`src/design/positional_list_engine_top_assert.svh`:
```
// ----------------------------------------------------------------------------
// Assertion macros for the positional list engine
// Shared check forms used by the RTL: same-cycle and next-cycle implication.
// ----------------------------------------------------------------------------
`ifndef POSITIONAL_LIST_ENGINE_TOP_ASSERT_SVH
`define POSITIONAL_LIST_ENGINE_TOP_ASSERT_SVH

// The consequent must hold in the same cycle as the antecedent.
`define PLST_ASSERT_SAME(name, clk, rst_n, ante, cons) \
    name: assert property (@(posedge clk) disable iff (!rst_n) (ante) |-> (cons)) \
        else $error("positional list engine check failed");

// The consequent must hold in the cycle after the antecedent.
`define PLST_ASSERT_NEXT(name, clk, rst_n, ante, cons) \
    name: assert property (@(posedge clk) disable iff (!rst_n) (ante) |=> (cons)) \
        else $error("positional list engine check failed");

`endif

```
`src/design/plst_pkg.sv`:
```
// ----------------------------------------------------------------------------
// Positional list engine package
// Field widths, request and status codes, cell control and state types.
// ----------------------------------------------------------------------------
package plst_pkg;

    localparam int REQ_W       = 2;
    localparam int POS_W       = 16;
    localparam int VALUE_W     = 32;
    localparam int DATA_W      = 31;
    localparam int STATUS_W    = 2;
    localparam int COUNT_OUT_W = 9;
    localparam int IN_DATA_W   = 48;
    localparam int OUT_DATA_W  = 40;
    localparam int OR_GROUP    = 16;

    typedef enum logic [REQ_W-1:0] {
        REQ_INSERT  = 2'd0,
        REQ_DELETE  = 2'd1,
        REQ_REPLACE = 2'd2,
        REQ_CLEAR   = 2'd3
    } t_req;

    typedef enum logic [STATUS_W-1:0] {
        ST_DONE         = 2'd0,
        ST_NOT_POSITIVE = 2'd1,
        ST_BAD_POSITION = 2'd2,
        ST_FULL         = 2'd3
    } t_status;

    typedef enum logic [1:0] {
        CELL_HOLD   = 2'd0,
        CELL_INSERT = 2'd1,
        CELL_DELETE = 2'd2,
        CELL_WRITE  = 2'd3
    } t_cell_op;

    typedef struct packed {
        t_cell_op          op;
        logic [POS_W-1:0]  pos;
        logic [DATA_W-1:0] wdata;
    } t_cell_ctl;

    typedef enum logic [1:0] {
        S_IDLE   = 2'd0,
        S_GATHER = 2'd1,
        S_MERGE  = 2'd2,
        S_APPLY  = 2'd3
    } t_state;

endpackage

```
`src/design/plst_cell.sv`:
```
// ----------------------------------------------------------------------------
// List cell
// Holds one list entry and shifts, loads or keeps it under broadcast control.
// ----------------------------------------------------------------------------
module plst_cell #(
    parameter int IDX = 0
) (
    input  logic                        i_clk,
    input  plst_pkg::t_cell_ctl         i_ctl,
    input  logic [plst_pkg::DATA_W-1:0] i_left,
    input  logic [plst_pkg::DATA_W-1:0] i_right,
    output logic [plst_pkg::DATA_W-1:0] o_value,
    output logic [plst_pkg::DATA_W-1:0] o_hit_value
);
    import plst_pkg::*;

    localparam logic [POS_W-1:0] IDX_P = POS_W'(IDX);

    logic [DATA_W-1:0] r_value;
    logic [DATA_W-1:0] n_value;
    logic              w_hit;
    logic              w_above;

    assign w_hit   = (i_ctl.pos == IDX_P);
    assign w_above = (i_ctl.pos < IDX_P);

    always_comb begin
        n_value = r_value;
        case (i_ctl.op)
            CELL_INSERT: begin
                if (w_hit) begin
                    n_value = i_ctl.wdata;
                end else if (w_above) begin
                    n_value = i_left;
                end
            end
            CELL_DELETE: begin
                if (w_hit || w_above) begin
                    n_value = i_right;
                end
            end
            CELL_WRITE: begin
                if (w_hit) begin
                    n_value = i_ctl.wdata;
                end
            end
            default: begin
                n_value = r_value;
            end
        endcase
    end

    always_ff @(posedge i_clk) begin
        r_value <= n_value;
    end

    assign o_value     = r_value;
    assign o_hit_value = w_hit ? r_value : '0;

endmodule

```
`config.mk`:
```
export PLATFORM = sky130hd
export DESIGN_NAME = plst_cell
export DESIGN_NICKNAME = d
export VERILOG_FILES = /design/src/design/positional_list_engine_top_assert.svh /design/src/design/plst_pkg.sv /design/src/design/plst_cell.sv
export SDC_FILE = /design/constraint.sdc
export NUM_CORES = 1
export LEC_CHECK = 0
export ABC_AREA = 1
export ABC_CLOCK_PERIOD_IN_PS = 2700
export BUFFER_PORTS_ARGS = -buffer_cell sky130_fd_sc_hd__buf_2
export CAP_MARGIN = 20
export CORE_MARGIN = 8
export CORE_UTILIZATION = 33
export DETAILED_ROUTE_END_ITERATION = 10
export PLACE_DENSITY = 0.77
export SETUP_SLACK_MARGIN = 0.1
export SLEW_MARGIN = 20
export SYNTH_ARGS = -nofsm -noshare
export SYNTH_HDL_FRONTEND = slang
export SYNTH_SLANG_ARGS = --single-unit
```
`constraint.sdc`:
```
create_clock -name i_clk -period 2.7 [get_ports i_clk]
set_input_delay 0.54 -clock i_clk [delete_from_list [all_inputs] [get_ports i_clk]]
set_output_delay 0.54 -clock i_clk [all_outputs]
set_load 0.01 [all_outputs]
```
# --- After elaboration in Yosys (flattened, before gate mapping) ---
# Cells that the tools add are included.
# W data, S select, Z words.
totals:
  output_inout_bits: 62
  wordCells: 18
  ff_bits: 31
  input_bits: 112
op_classes:
  order_cmp: 1
  eq_ne: 6
  muxes: 6
  n_reduce_logical: 4
op_table:
  columns: ["cell", "n"]
  rows:
  - ["$mux W31", 5]
  - ["$pmux W31 S3", 1]
  - ["$logic_not A16 Y1", 1]
  - ["$lt A16 B1 Y1 const B", 1]
  - ["$eq A2 B2 Y1 const B", 2]
  - ["$ne A2 B2 Y1 const B", 2]
  - ["$reduce_and A4 Y1", 1]
  - ["$ne A3 B3 Y1 const B", 1]
  - ["$reduce_bool A3 Y1", 1]
  - ["$eq A2 B1 Y1 const B", 1]
  - ["$logic_or A1 B1 Y1", 1]

# --- Depth between registers and ports, before layout ---
logic_depth:
  ltp_word: 4
  depth_mapped: 6
  ltp_nobuf: 5

# --- Worst setup path before layout ---
# Ideal clock, no wire load.
synth_timing:
  path_type: "input to register"
  start: "input i_ctl[46] in the netlist's numbering"
  end: "register r_value[0] (netlist: o_value[0]) (enable)"
  setup_time_ns: 0.419
  n_path_buf: 0
  path_stages: 5
  setup_slack_ns: 0.051
  t_required_ns: 2.281
  arrival_time_ns: 2.230
  cell_sequence: "nor2_1 -> nand2_1 -> nor2_1 -> nand2_2 -> nor2_1"
synth_between:
  elab_chain_len: 4
  word_cells_on_any_way: 7
synth_lines:
  columns: ["element", "line_no", "source"]
  rows:
  - ["from (decl)", "plst_cell.sv:9", "input plst_pkg::t_cell_ctl i_ctl,"]
  - ["$lt A16 B1 Y1 / $logic_not A16 Y1 (equally long branches)", "plst_cell.sv:25, plst_cell.sv:24", null]
  - ["$logic_or A1 B1 Y1", "plst_cell.sv:38", "if (w_hit || w_above) begin"]
  - ["$ne A2 B2 Y1 (no line)", null, null]
  - ["$reduce_and A4 Y1 (no line) *", null, null]
  - ["to (signal assigned)", "plst_cell.sv:54", "r_value <= n_value;"]
  - ["to (decl)", "plst_cell.sv:19", "logic [DATA_W-1:0] r_value;"]
# Every way passes the cells marked *; elsewhere a longest branch is shown, timed or not.
# A chain may end at the register's enable or synchronous reset.

# --- Final worst setup path ---
layout_timing:
  start: "input i_ctl[34] in the netlist's numbering"
  end: "output o_hit_value[17] in the netlist's numbering"
layout_between:
  elab_chain_len: 2
layout_lines:
  columns: ["element", "line_no", "source"]
  rows:
  - ["$logic_not A16 Y1", "plst_cell.sv:24", "assign w_hit = (i_ctl.pos == IDX_P);"]
  - ["$mux W31", "plst_cell.sv:58", "assign o_hit_value = w_hit ? r_value : '0;"]
  - ["to (decl)", "plst_cell.sv:13", "output logic [plst_pkg::DATA_W-1:0] o_hit_value"]
# Every way passes these cells.

==> summary.md <==
| Metric | Value |
|---|---|
| Hold Path Origin | `i_right[29]` |
| Max cap viols | `0` |
| Leading area contributor after synthesis | `edfxtp_1` |
| Internal power | `0.791 mW` |
| Final RePlAce weighted congestion | `0.699` |
| Syn Std Cell Area | `0.00178 sq mm` |
| DP HPWL | `4060 microns` |
| Placed inst area | `0.00256 sq mm` |
| Reg area | `931 sq um` |
| Clock period minus worst slack | `2200 ps` |
| ANT cells | `0` |
| Root buffer cell | `clkbuf_8` |
| Initial antenna violation count | `0` |
| Synth Flop Type | `edfxtp_1` |
| CP peak stage delay | `270 ps` |
| First-pass GRT wire length | `7520 microns` |
| P per Cell Area | `370 mW/mm^2` |
| Fill count | `471` |
| Critical Path Fanout Max | `22` |
| Max reg flops | `31` |
| Sw power | `0.189 mW` |
| Setup Fix Bufs, Post-CTS | `0` |
| Number of synthesized flops with an enable pin | `31` |
| Switch share | `19.3%` |
| Routed vias/inst | `4.15` |
| Cell class contributing the biggest share of worst-path delay | `simple AND/OR/NAND/NOR gates` |
| Relative slew slack | `66.8%` |
| Final count of hold timing violations | `0` |
| Area share of the largest cell type after synthesis | `52.4%` |
| Top post-synthesis cells by area | `edfxtp_1 52%, mux2_2 15%, nor2_2 9.5%, mux2_4 6.8%, inv_1 6.5%` |
| H-tree levels | `2` |
| RSZ-0062 raised after global routing | `false` |
| Via count | `1509` |
| Largest net degree at the start of global routing | `32` |
| Synth-to-layout area growth | `48.8%` |
| Sequential fraction of design power | `54.4%` |
| Setup TNS | `0 ps` |
| Die Y | `89.4 microns` |
| Distinct cells, synth | `10` |
| Worst EP arrival | `1660 ps` |
| Outcome | `finished clean` |
| # hold bufs at CTS | `0` |
| Hold-critical path endpoint | `o_value[29]` |
| CP Cell Sequence | `buf_2 -> nor2_1 -> nand2_1 -> nor2_1 -> nand2_2 -> buf_12 -> nor2_2 -> buf_2` |
| Die W | `89.4 microns` |
| Avg Inst Size Synth | `12.0 sq um` |
| FFs w/ async S/R, synth | `0%` |
| Static leakage | `1.37 nW` |
| Iter 0 DRT Violations | `66` |
| PortBufs | `142` |
| Synthesized Nets | `260` |
| Post-synth top cells | `31 x edfxtp_1, 31 x inv_1, 27 x nor2_2` |
| CTS tree | `built` |
| Synth Warn # | `0` |
| Cell area after layout | `0.00265 sq mm` |
| Post-cts resize count | `0` |
| #FFs+latches synth | `31` |
| Worst setup SP type | `primary input` |
| Worst-Margin Slew | `498 ps` |
| CP endpoint kind | `output port` |
| Final setup fails | `0` |
| DRC | `0` |
| Sequential share of the synthesized area | `52.4%` |
| Slew Limit Fails | `0` |
| Nets | `405` |
| Die area | `0.00799 sq mm` |
| Clock Sinks | `31` |
| Clk network pwr share | `33.4%` |
| Max Clk Rate | `454 MHz` |
| Setup crit start | `i_ctl[34]` |
| Multi-input gate area | `659 sq um` |
| Post-detailed-route wirelength per cell | `13.6 microns` |
| Critical path data required time | `2160 ps` |
| Crit path buf inv count | `3` |
| Final WS setup | `495 ps` |
| Remaining global-route overflow | `0` |
| Total GRT Usage | `12.4%` |
| Tcrit/Tclk final | `81.7%` |
| Clock slew at reported path FFs | `60 ps` |
| Initial Util | `34.6%` |
| Maximum VDD drop | `221 uV` |
| TritonCTS Buffers | `5` |
| Layout cells sized above 1 | `72.4%` |
| Hold crit path type | `in2reg` |
| Vias in the first global route | `1650` |
| Floorplan row count | `26` |
| CTS max path bufs | `2` |
| Logic gate share of total power | `12.2%` |
| Cells after synthesis | `148` |
| Post-DRT Antenna Nets | `0` |
| Drt pass-1 iters | `4` |
| Drt total wl | `4950 microns` |
| Core Util, Final | `51.5%` |
| Critical-path top delay cell | `buf_12` |
| Core area | `0.00514 sq mm` |
| CP Class | `in2out` |
| Hold depth | `2` |
| # IOs | `174` |
| DP Worst Slack | `486 ps` |
==> through the flow <==
step / std cells / power [mW] / hold slack, ps
after global placement: 356 / 0.660 / 842
after CTS: 364 / 1.00 / 550
after detailed placement: 356 / 0.664 / 844
after global routing: 364 / 1.04 / 544
after floorplan: 148 / 0.605 / 757
final: 364 / 0.980 / 566
==> area by class of cell <==
class,count,share of cell area [%]
Sequential cell,31,35.2
Tap cell,70,3.31
Clock inverter,2,0.284
Clock buffer,6,2.74
Inverter,31,4.40
Timing Repair Buffer,145,29.1
Multi-Input combinational cell,79,24.9
==> kinds of logic after synthesis <==
kind of cell / Yosys count / synth area share (%)
muxes: 31 / 21.3
buffers and inverters: 38 / 11.0
DFF: 31 / 52.4
and+or+nand+nor: 48 / 15.3
==> worst max path at each step <==
stage,endpoint,slack (ps),depth (start not counted)
finish,o_hit_value[17],500,8
floorplan,o_value[0],570,5
global route,o_hit_value[17],360,8
detailed placement,o_hit_value[17],490,8
CTS,o_hit_value[17],480,8
global placement,o_hit_value[30],490,8
==> power groups by stage <==
| stage | Sequential [mW] | Clock, mW | Combinational (mW) |
|---|---|---|---|
| 4_1_cts | 0.533 | 0.348 | 0.121 |
| 6_report | 0.533 | 0.327 | 0.119 |
| 5_1_grt | 0.533 | 0.372 | 0.132 |
| 3_3_place_gp | 0.543 | 0 | 0.116 |
| 2_1_floorplan | 0.543 | 0 | 0.0613 |
| 3_5_place_dp | 0.543 | 0 | 0.121 |
==> per-layer routing <==
metal | GRT usage, % | wire length [microns] | vias to the layer above
met5 | 0 | 0 | -
li1 | - | - | 758
met1 | 11.8 | 1740 | 666
met3 | 5.24 | 552 | 4
met2 | 23.6 | 2610 | 81
met4 | 3.78 | 42 | 0
==> layout by cell type (no fill, tap or decap), drive strengths merged <==
cell	count
nand2	5
inv	31
clkinv	2
edfxtp	31
nor2	43
mux2	31
buf	145
clkbuf	6
Power figures use the tool's default switching activity.
