==> src/design/positional_list_engine_top_assert.svh <==
// ----------------------------------------------------------------------------
// Assertion macros for the positional list engine
// Shared check forms used by the RTL: same-cycle and next-cycle implication.
// ----------------------------------------------------------------------------
`ifndef POSITIONAL_LIST_ENGINE_TOP_ASSERT_SVH
`define POSITIONAL_LIST_ENGINE_TOP_ASSERT_SVH

// The consequent must hold in the same cycle as the antecedent.
`define PLST_ASSERT_SAME(name, clk, rst_n, ante, cons) \
    name: assert property (@(posedge clk) disable iff (!rst_n) (ante) |-> (cons)) \
        else $error("positional list engine check failed");

// The consequent must hold in the cycle after the antecedent.
`define PLST_ASSERT_NEXT(name, clk, rst_n, ante, cons) \
    name: assert property (@(posedge clk) disable iff (!rst_n) (ante) |=> (cons)) \
        else $error("positional list engine check failed");

`endif

==> src/design/plst_pkg.sv <==
// ----------------------------------------------------------------------------
// Positional list engine package
// Field widths, request and status codes, cell control and state types.
// ----------------------------------------------------------------------------
package plst_pkg;

    localparam int REQ_W       = 2;
    localparam int POS_W       = 16;
    localparam int VALUE_W     = 32;
    localparam int DATA_W      = 31;
    localparam int STATUS_W    = 2;
    localparam int COUNT_OUT_W = 9;
    localparam int IN_DATA_W   = 48;
    localparam int OUT_DATA_W  = 40;
    localparam int OR_GROUP    = 16;

    typedef enum logic [REQ_W-1:0] {
        REQ_INSERT  = 2'd0,
        REQ_DELETE  = 2'd1,
        REQ_REPLACE = 2'd2,
        REQ_CLEAR   = 2'd3
    } t_req;

    typedef enum logic [STATUS_W-1:0] {
        ST_DONE         = 2'd0,
        ST_NOT_POSITIVE = 2'd1,
        ST_BAD_POSITION = 2'd2,
        ST_FULL         = 2'd3
    } t_status;

    typedef enum logic [1:0] {
        CELL_HOLD   = 2'd0,
        CELL_INSERT = 2'd1,
        CELL_DELETE = 2'd2,
        CELL_WRITE  = 2'd3
    } t_cell_op;

    typedef struct packed {
        t_cell_op          op;
        logic [POS_W-1:0]  pos;
        logic [DATA_W-1:0] wdata;
    } t_cell_ctl;

    typedef enum logic [1:0] {
        S_IDLE   = 2'd0,
        S_GATHER = 2'd1,
        S_MERGE  = 2'd2,
        S_APPLY  = 2'd3
    } t_state;

endpackage

==> src/design/plst_or_stage.sv <==
// ----------------------------------------------------------------------------
// Read-back OR stage
// Registered OR reduction of its inputs in groups of sixteen.
// ----------------------------------------------------------------------------
module plst_or_stage #(
    parameter int N_IN = 16,
    localparam int N_OUT = (N_IN + plst_pkg::OR_GROUP - 1) / plst_pkg::OR_GROUP
) (
    input  logic                        i_clk,
    input  logic                        i_en,
    input  logic [plst_pkg::DATA_W-1:0] i_data [N_IN],
    output logic [plst_pkg::DATA_W-1:0] o_data [N_OUT]
);
    import plst_pkg::*;

    logic [DATA_W-1:0] r_data [N_OUT];
    logic [DATA_W-1:0] n_data [N_OUT];

    always_comb begin
        for (int g = 0; g < N_OUT; g++) begin
            n_data[g] = '0;
            for (int k = 0; k < OR_GROUP; k++) begin
                if (g * OR_GROUP + k < N_IN) begin
                    n_data[g] = n_data[g] | i_data[g * OR_GROUP + k];
                end
            end
        end
    end

    always_ff @(posedge i_clk) begin
        if (i_en) begin
            r_data <= n_data;
        end
    end

    assign o_data = r_data;

endmodule

==> config.mk <==
export PLATFORM = sky130hd
export DESIGN_NAME = plst_or_stage
export DESIGN_NICKNAME = d
export VERILOG_FILES = /design/src/design/positional_list_engine_top_assert.svh /design/src/design/plst_pkg.sv /design/src/design/plst_or_stage.sv
export SDC_FILE = /design/constraint.sdc
export NUM_CORES = 1
export LEC_CHECK = 0
export ABC_AREA = 1
export BUFFER_PORTS_ARGS = -buffer_cell sky130_fd_sc_hd__clkbuf_2
export CORE_AREA = 2 2 208 210
export DETAILED_ROUTE_END_ITERATION = 6
export DIE_AREA = 0 0 210 212
export PLACE_DENSITY = 0.3
export SLEW_MARGIN = 15
export SYNTH_ARGS = -nofsm -noshare
export SYNTH_HDL_FRONTEND = slang
export SYNTH_SLANG_ARGS = --single-unit
==> constraint.sdc <==
create_clock -name i_clk -period 0.9 [get_ports i_clk]
set_input_delay 0.045 -clock i_clk [delete_from_list [all_inputs] [get_ports i_clk]]
set_output_delay 0.045 -clock i_clk [all_outputs]
set_load 0.01 [all_outputs]
# --- After elaboration in Yosys (flattened, before gate mapping) ---
# Cells that the tools add are included.
op_classes:
  n_bitwise: 15
op_table:
  columns: ["op", "count"]
  rows:
  - ["OR 31 bit", 15]
word_totals:
  in_bits: 498
  reg_bits: 31
  elab_cells: 16

# --- Logic depth before layout (Yosys ltp) ---
# Gate-level depths: netlist of the first run.
logic_depth:
  ltp_word: 15
  depth_mapped: 4

# --- Worst setup path before layout of the first run ---
# OpenSTA, ideal clock, no wires.
synth_timing:
  path_kind: "input port to flip-flop"
  startpoint: "input port i_data[31] (netlist bit)"
  endpoint: "register r_data (netlist bit o_data[0]), data pin"
  t_arrival_ns: 0.307
  required_ns: 0.646
  n_path_buf: 0
  path_stages: 4
  setup_slack_ns: 0.339
  setup_time_ns: 0.254
  cell_sequence: "nor2_1 > nand2_1 > nor2_1 > nand2_1"
synth_lines:
  columns: ["item", "line", "source"]
  rows:
  - ["start: declaration", "plst_or_stage.sv:11", "input logic [plst_pkg::DATA_W-1:0] i_data [N_IN],"]
  - ["end signal: assignment", "plst_or_stage.sv:32", "r_data <= n_data;"]
  - ["end: declaration", "plst_or_stage.sv:16", "logic [DATA_W-1:0] r_data [N_OUT];"]

# --- Worst setup path after layout of the first run ---
layout_timing:
  startpoint: "register r_data (netlist bit o_data[8])"
  endpoint: "output port o_data[8] (netlist bit)"
layout_lines:
  columns: ["item", "line", "source"]
  rows:
  - ["end: declaration", "plst_or_stage.sv:12", "output logic [plst_pkg::DATA_W-1:0] o_data [N_OUT]"]
# No word-level cell between the ends.

==> results of run 1 <==
==> kinds of logic (layout without fill, tap and decap cells) <==
group	Yosys count	in the layout	synth area share
flops	31	31	0.3478
other cells	0	2	0
simple gates	465	465	0.6522
buf+inv	0	540	0
==> area by class of cell <==
type | instances | area, µm²
sequential | 31 | 930.9
timing repair buffer | 532 | 2731
antenna | 2 | 5.005
tap | 546 | 683.2
fill | 5035 | 36270
multi-input combinational | 465 | 1745
clock inverter | 2 | 7.507
clock buffer | 6 | 128.9
==> report_power, final <==
group	total, mW	internal, mW	switching (mW)	leakage (nW)
registers	1.68	1.66	0.0248	0.313
logic	1.65	0.995	0.660	2.84
clock network	1.75	1.01	0.738	0.0659
==> per-layer routing <==
| metal | track usage | vias up | share of wire |
|---|---|---|---|
| li1 | - | 2599 | - |
| met1 | 0.07265 | 1971 | 0.34 |
| met2 | 0.1630 | 325 | 0.54 |
| met3 | 0.02437 | 24 | 0.090 |
| met4 | 0.03668 | 0 | 0.035 |
| met5 | 0 | - | 0 |
==> cells in the mapped netlist (all sizes together) <==
master	number	area, µm²
edfxtp	31	930.9
nand2	155	581.8
nor2	310	1164
==> stage by stage <==
step	hold slack, ns	cell area [µm²]	utilization
floorplan	0.1575	2676	-
global placement	0.3817	6057	0.1425
detailed placement	0.3810	6057	0.1425
CTS	0.06050	6202	0.1459
global route	0.08366	6232	0.1466
finish	0.08154	6232	0.1466
==> path summary, 6_finish.rpt <==
kind | start | to | slack [ns] | depth (start not counted)
worst max-delay path | o_data[8] | o_data[8] | -0.03 | 1
worst min-delay path | i_data[319] | o_data[9] | 0.08 | 5
==> placed cells by master (no fill, tap or decap) <==
cell       Yosys  final
clkinv_1       0      2
edfxtp_1      31     31
diode_2        0      2
clkbuf_16      0      5
nor2_1       310    310
buf_12         0      2
clkbuf_1       0      1
buf_6          0      4
buf_2          0      1
clkbuf_8       0      1
nand2_1      155    155
clkbuf_2       0    522
buf_4          0      2
==> timing repair <==
| action | CTS | global route |
|---|---|---|
| resized for setup | 2 | 13 |
| endpoints found under the setup margin | 7 | 12 |
| hold buffers | 0 | 0 |
| gates cloned | 0 | 0 |
==> results.cfg, run 1 <==
[grt]
grt_util_all_layers = 0.08055
grt_antenna_before_repair = 2
grt_pass1_wl_um = 26250
first_global_vias = 5271
gr_overflow_total = 0
grt_max_degree = 18

[sta]
setup_viol_count_final = 2
final_min_period_over_clock_period = 1.033
slew_of_the_pin_with_the_lowest_slew_margin_ns = 0.3351
finalMaxSlewViolations = 0
setup_repair_after_global_routing_missed_its_margin = true
worst_slew_margin_rel = 0.7758
finalCriticalPeriod_ns = 0.9298
fmax_ghz = 1.075
hold_viol = 0
final_critical_path_setup_slack_ns = -0.02981
setup-tns-final_ns = -0.04751

[clock_network]
tritoncts.num_buffers = 5
cts_tree = built
cts_post_setup_buffers_inserted = 0
h-tree-depth = 2
cts-root-buf = clkbuf_16
cts_sinks = 31
max-clock-path-buffers = 2
worst_setup_hold_path_clk_slew_ns = 0.06

[placement]
place.detailed.instances = 1574
dpl.hpwl_um = 17560
place.port_buffers = 528
pre_cts_slack_ns = -0.1362
finalWeightedCongestion = 0.7955

[die]
row_count = 76
die_area_um2 = 44520
fp.dieW_um = 210
placeableCoreArea_um2 = 42510
top_level_ports = 529
start_util = 0.06296
die-height_um = 212

[power]
p_per_area_nw_per_um2 = 815.6
vdd_drop_max_mv = 0.4621
report.power.total_mw = 5.083
power.static_leakage_nw = 3.219

[hold_path]
path_class_of_the_lowest_slack_min_delay_path = in -> reg

[synth]
postSynthRegisterBits = 31
synth_warnings = 0
syn_area_per_cell_um2 = 5.396
netlist_area_um2 = 2676
synth_cells = 496
synth.net_count = 994
seq_area_frac_synth = 0.3478
ys_types = 3

[setup_path]
slowest_delay_ns = 0.43
cp_cell_sequence = clkbuf_2
combined_buffer_and_inverter_count_along_the_critical_path = 1
cpLargestDelayFamily = flip-flops
cp.arrival_ns = 0.88
setup.worst_path.class = reg -> out
cp_data_required_time_ns = 0.85
worstSetupEndpointType = output port
critical_path_peak_fanout = 1
crit_path_start_kind = flop
critical-path-slowest-cell = edfxtp_1

[job]
maxCapViolCount = 0

[route]
first_iteration_detailed_routing_drc_count = 73
dr_total_vias = 4919
postRouteWirelength_um = 18620
route.detailed.wl_per_inst_um = 11.76
ant_nets = 0
dr.pass1.iters = 4
viasPerCell = 3.105
drcViolationCount = 0

[status]
failed_checks = negative setup slack
outcome = complete, but fails checks

[final_layout]
area_growth_pct = 132.9
layout.cells.non_filler = 1584
nNetsFinal = 1533
largest_register_ff_count = 31
drive_above_1_share = 0.5183
Note: power is estimated with default switching activity, not from simulation.
==> inputs of run 2 (changes only) <==
CELL_PAD_IN_SITES_DETAIL_PLACEMENT = 0   (was unset)
CELL_PAD_IN_SITES_GLOBAL_PLACEMENT = 1   (was unset)
CORE_AREA = 2 2 207 209   (was 2 2 208 210)
DIE_AREA = 0 0 209 211   (was 0 0 210 212)
PLACE_DENSITY = 0.47   (was 0.3)
==> run 2 against run 1 <==
Compared with the run above:
- the run still ends with negative setup slack left
- global-route usage hardly changed
- combinational power about the same
- clock-buffer cell count did not move
- cell area fell by 0.74%
- power up 0.65%
- worst setup slack got worse by 0.051 ns
- final cell count down 0.57%
- sequential share of layout area is 0.11 points higher
- critical endpoint is now o_data[22]
- largest cell class unchanged
- highest routed layer unchanged
==> results.cfg, run 2 (synthesis gave the netlist of run 1 again) <==
[clock_network]
cts_sinks = 31
cts_post_setup_buffers_inserted = 0
max-clock-path-buffers = 2
cts-hold-fix-buffers = 0
cts-root-buf = clkbuf_16
cts_tree = built
h-tree-depth = 2
tritoncts.num_buffers = 5
worst_setup_hold_path_clk_slew_ns = 0.06

[sta]
finalMaxSlewViolations = 0
worst_slew_margin_rel = 0.7655
finalCriticalPeriod_ns = 0.9806
setup_viol_count_final = 3
final_critical_path_setup_slack_ns = -0.08059
fmax_ghz = 1.020
setup_repair_after_global_routing_missed_its_margin = true
hold_viol = 0
slew_of_the_pin_with_the_lowest_slew_margin_ns = 0.3504
final_min_period_over_clock_period = 1.090
whs_ns = 0.06427

[setup_path]
critical_path_peak_fanout = 1
combined_buffer_and_inverter_count_along_the_critical_path = 1
cp_data_required_time_ns = 0.85
setup.worst_path.class = reg -> out
cpLargestDelayFamily = flip-flops
critical-path-slowest-cell = edfxtp_1
slowest_delay_ns = 0.46
cp.arrival_ns = 0.94
crit_path_start_kind = flop
worstSetupEndpointType = output port
cp_cell_sequence = clkbuf_2

[final_layout]
multiInputGateArea_um2 = 1745
area_growth_pct = 131.1
nNetsFinal = 1532
largest_register_ff_count = 31
layout_commonest_cell = clkbuf_2
fillerInstances = 4953
final_cell_mix = 525 x clkbuf_2, 310 x nor2_1, 155 x nand2_1
area.sequential_um2 = 930.9
drive_above_1_share = 0.5179

[route]
first_iteration_detailed_routing_drc_count = 104
postRouteWirelength_um = 18110
dr_total_vias = 4816
route.detailed.wl_per_inst_um = 11.50
drcViolationCount = 0
dr.pass1.iters = 4
viasPerCell = 3.058
ant_nets = 0

[die]
row_count = 75
fp.dieW_um = 209
die_area_um2 = 44100
top_level_ports = 529
die-height_um = 211
start_util = 0.06409
placeableCoreArea_um2 = 41760

[placement]
finalWeightedCongestion = 0.8378
dpl.hpwl_um = 16770
pre_cts_slack_ns = -0.1837
place.port_buffers = 528

[power]
p_per_area_nw_per_um2 = 827.1
power.static_leakage_nw = 3.204
vdd_drop_max_mv = 0.4467

[status]
outcome = complete, but fails checks
failed_checks = negative setup slack

[grt]
grt_pass1_wl_um = 25630
gr_overflow_total = 0
first_global_vias = 5038
grt_max_degree = 19
grt_antenna_before_repair = 1
grt_util_all_layers = 0.08016

[job]
maxCapViolCount = 0

[hold_path]
path_class_of_the_lowest_slack_min_delay_path = in -> reg
-- run 2: layout make-up --
type	instances	share of cell area
tap	539	0.1090
clock inverter	2	0.001214
multi-input combinational	465	0.2822
antenna	1	0.0004045
clock buffer	6	0.02083
sequential	31	0.1505
timing repair buffer	531	0.4359
-- run 2: worst paths after layout --
| path | depth (start not counted) | from | endpoint |
|---|---|---|---|
| min | 5 | i_data[337] | o_data[27] |
| max | 1 | o_data[22] | o_data[22] |
-- run 2: worst min-delay path, cell delays in order --
cell and delay, ns:
clkbuf_2 0.08, nor2_1 0.03, nand2_1 0.04, nor2_1 0.04
nand2_1 0.04
-- run 2: what timing repair did --
action | CTS | global route
cloned | 0 | 0
resized for setup | 0 | 5
setup endpoints to repair | 18 | 25
-- run 2: metrics by stage --
step                power, mW  instance area (µm²)    util  cells  TNS [ns]
global placement        3.367                 6041  0.1447   1566   -0.3035
detailed placement      3.357                 6041  0.1447   1566   -0.2850
finish                  5.116                 6186  0.1481   1575   -0.1480
global route            5.596                 6186  0.1481   1575   -0.7616
floorplan               2.061                 2676       -    496         0
CTS                     5.402                 6177  0.1479   1574   -0.7035
-- run 2: routing by layer --
layer / track usage / vias to the layer above / wire (µm)
li1: - / 2598 / -
met1: 0.07243 / 1872 / 6074
met2: 0.1530 / 324 / 9451
met3: 0.02914 / 22 / 1898
met4: 0.04729 / 0 / 686
met5: 0 / - / 0
-- run 2: power breakdown --
group / internal, mW / total (mW) / switching (mW)
clock: 1.01 / 1.81 / 0.801
sequential: 1.66 / 1.68 / 0.0264
combinational: 0.982 / 1.62 / 0.640
total: 3.65 / 5.12 / 1.47
==> inputs of run 3 (changes only) <==
--- a/config.mk
+++ b/config.mk
@@ -15,2 +15,3 @@
 export PLACE_DENSITY = 0.47
+export SETUP_SLACK_MARGIN = 0.1
 export SLEW_MARGIN = 15
==> constraint.sdc (replaced) <==
create_clock -name i_clk -period 0.9 [get_ports i_clk]
set_input_delay 0.18 -clock i_clk [delete_from_list [all_inputs] [get_ports i_clk]]
set_output_delay 0.18 -clock i_clk [all_outputs]
set_load 0.01 [all_outputs]
==> run 3 against run 2 <==
Compared with the run above:
- the flow still finishes with violations (negative setup slack)
- fmax decreased by 11%
- worst hold slack improved by 0.13 ns
- clock-buffer cell count unchanged
- sequential power about the same
- final cell count about the same
- critical path depth unchanged
- via count decreased by 0.23%
- critical path type unchanged
- largest power group unchanged
- highest routed layer unchanged
==> results.cfg, run 3 (synthesis gave the netlist of run 1 again) <==
[sta]
setup_repair_after_global_routing_missed_its_margin = true
hold_viol = 0
slew_of_the_pin_with_the_lowest_slew_margin_ns = 0.2467
worst_slew_margin_rel = 0.8354
finalCriticalPeriod_ns = 1.101
finalMaxSlewViolations = 0
fmax_ghz = 0.9079
final_critical_path_setup_slack_ns = -0.2014
final_min_period_over_clock_period = 1.224
setup-tns-final_ns = -3.291
setup_viol_count_final = 31

[clock_network]
max-clock-path-buffers = 2
worst_setup_hold_path_clk_slew_ns = 0.06
cts_tree = built
cts_post_setup_buffers_inserted = 0
cts-hold-fix-buffers = 0
h-tree-depth = 2
cts_sinks = 31
cts-root-buf = clkbuf_16
tritoncts.num_buffers = 5

[final_layout]
drive_above_1_share = 0.5198
layout_commonest_cell = clkbuf_2
final_cell_mix = 523 x clkbuf_2, 308 x nor2_1, 155 x nand2_1
final_util = 0.1483
fillerInstances = 4922
layout.cells.non_filler = 1574
num_antenna_cells = 0
nNetsFinal = 1532
largest_register_ff_count = 31
area_growth_pct = 131.5
post-route-cell-area_um2 = 6195

[die]
fp.dieW_um = 209
die_area_um2 = 44100
row_count = 75
placeableCoreArea_um2 = 41760
die-height_um = 211
top_level_ports = 529
start_util = 0.06409

[job]
maxCapViolCount = 0

[route]
first_iteration_detailed_routing_drc_count = 115
drcViolationCount = 0
postRouteWirelength_um = 18160
dr_total_vias = 4805
dr.pass1.iters = 4
ant_nets = 0
viasPerCell = 3.053
route.detailed.wl_per_inst_um = 11.54

[hold_path]
path_class_of_the_lowest_slack_min_delay_path = in -> reg
hold_path_startpoint = i_data[337]

[grt]
grt_antenna_before_repair = 0
gr_overflow_total = 0
grt_max_degree = 19
grt_util_all_layers = 0.08025
grt_pass1_wl_um = 25680
first_global_vias = 4944

[setup_path]
cp.arrival_ns = 0.92
critical_path_cell_count = 1
cp_cell_sequence = clkbuf_2
cpLargestDelayFamily = flip-flops
crit_path_end = o_data[22]
setup.worst_path.start = o_data[22]
critical_path_peak_fanout = 1
worstSetupEndpointType = output port
crit_path_start_kind = flop
cp_data_required_time_ns = 0.72
setup.worst_path.class = reg -> out
combined_buffer_and_inverter_count_along_the_critical_path = 1
slowest_delay_ns = 0.45
critical-path-slowest-cell = edfxtp_1

[status]
failed_checks = negative setup slack
outcome = complete, but fails checks

[power]
vdd_drop_max_mv = 0.4529
power.static_leakage_nw = 3.206
p_per_area_nw_per_um2 = 830.1

[placement]
place.detailed.instances = 1566
place.port_buffers = 528
finalWeightedCongestion = 0.8355
dpl.hpwl_um = 16790
post_dp_area_um2 = 6041
==> run 3: cell count changes in the layout (fill, tap and decap cells not counted) <==
cell,change
buf_2,+1
buf_6,+1
clkbuf_2,-2
diode_2,-1
nor2_1,-2
nor2_2,+2
==> run 3: report_power, final <==
group	leakage, nW	total, mW	switching, mW	internal (mW)
Clock	0.0659	1.84	0.823	1.01
Combinational	2.83	1.62	0.640	0.985
Sequential	0.313	1.68	0.0266	1.66
==> run 3: timing repair <==
item | in CTS | in global routing
setup endpoints to repair | 32 | 32
hold endpoints to repair | 0 | 0
resized for setup | 1 | 10
==> run 3: tightest hold or removal path: stages <==
cell and delay (ns):
clkbuf_2 0.07, nor2_1 0.03, nand2_1 0.04, nor2_1 0.04
nand2_1 0.04
==> run 3: area by class of cell <==
type	instances	area (µm²)	area share
Timing Repair Buffer	531	2703	0.4363
Clock buffer	6	128.9	0.02080
Sequential cell	31	930.9	0.1503
Multi-Input combinational cell	465	1750	0.2826
Clock inverter	2	7.507	0.001212
Tap cell	539	674.4	0.1089
==> run 3: worst min path at each step <==
stage | to | depth (start not counted)
6_report | o_data[27] | 5
5_1_grt | o_data[11] | 5
4_1_cts | o_data[17] | 5
3_5_place_dp | o_data[17] | 5
3_3_place_gp | o_data[6] | 5
2_1_floorplan | o_data[0] | 0
==> run 3: layer usage <==
layer  vias to the layer above  GRT usage  part of all wire
met1                      1892    0.07462              0.35
met3                        12    0.02691             0.097
met2                       306     0.1582              0.54
met5                         -          0                 0
li1                       2595          -                 -
met4                         0    0.03473             0.020
==> run 3: per-stage QoR <==
step	hold slack (ns)	power [mW]	worst slack (ns)
6_report	0.1950	5.142	-0.2014
5_1_grt	0.2105	5.576	-0.2596
4_1_cts	0.1686	5.398	-0.2824
3_5_place_dp	0.5207	3.356	-0.3163
3_3_place_gp	0.5153	3.366	-0.3399
2_1_floorplan	0.2925	2.061	0.2039
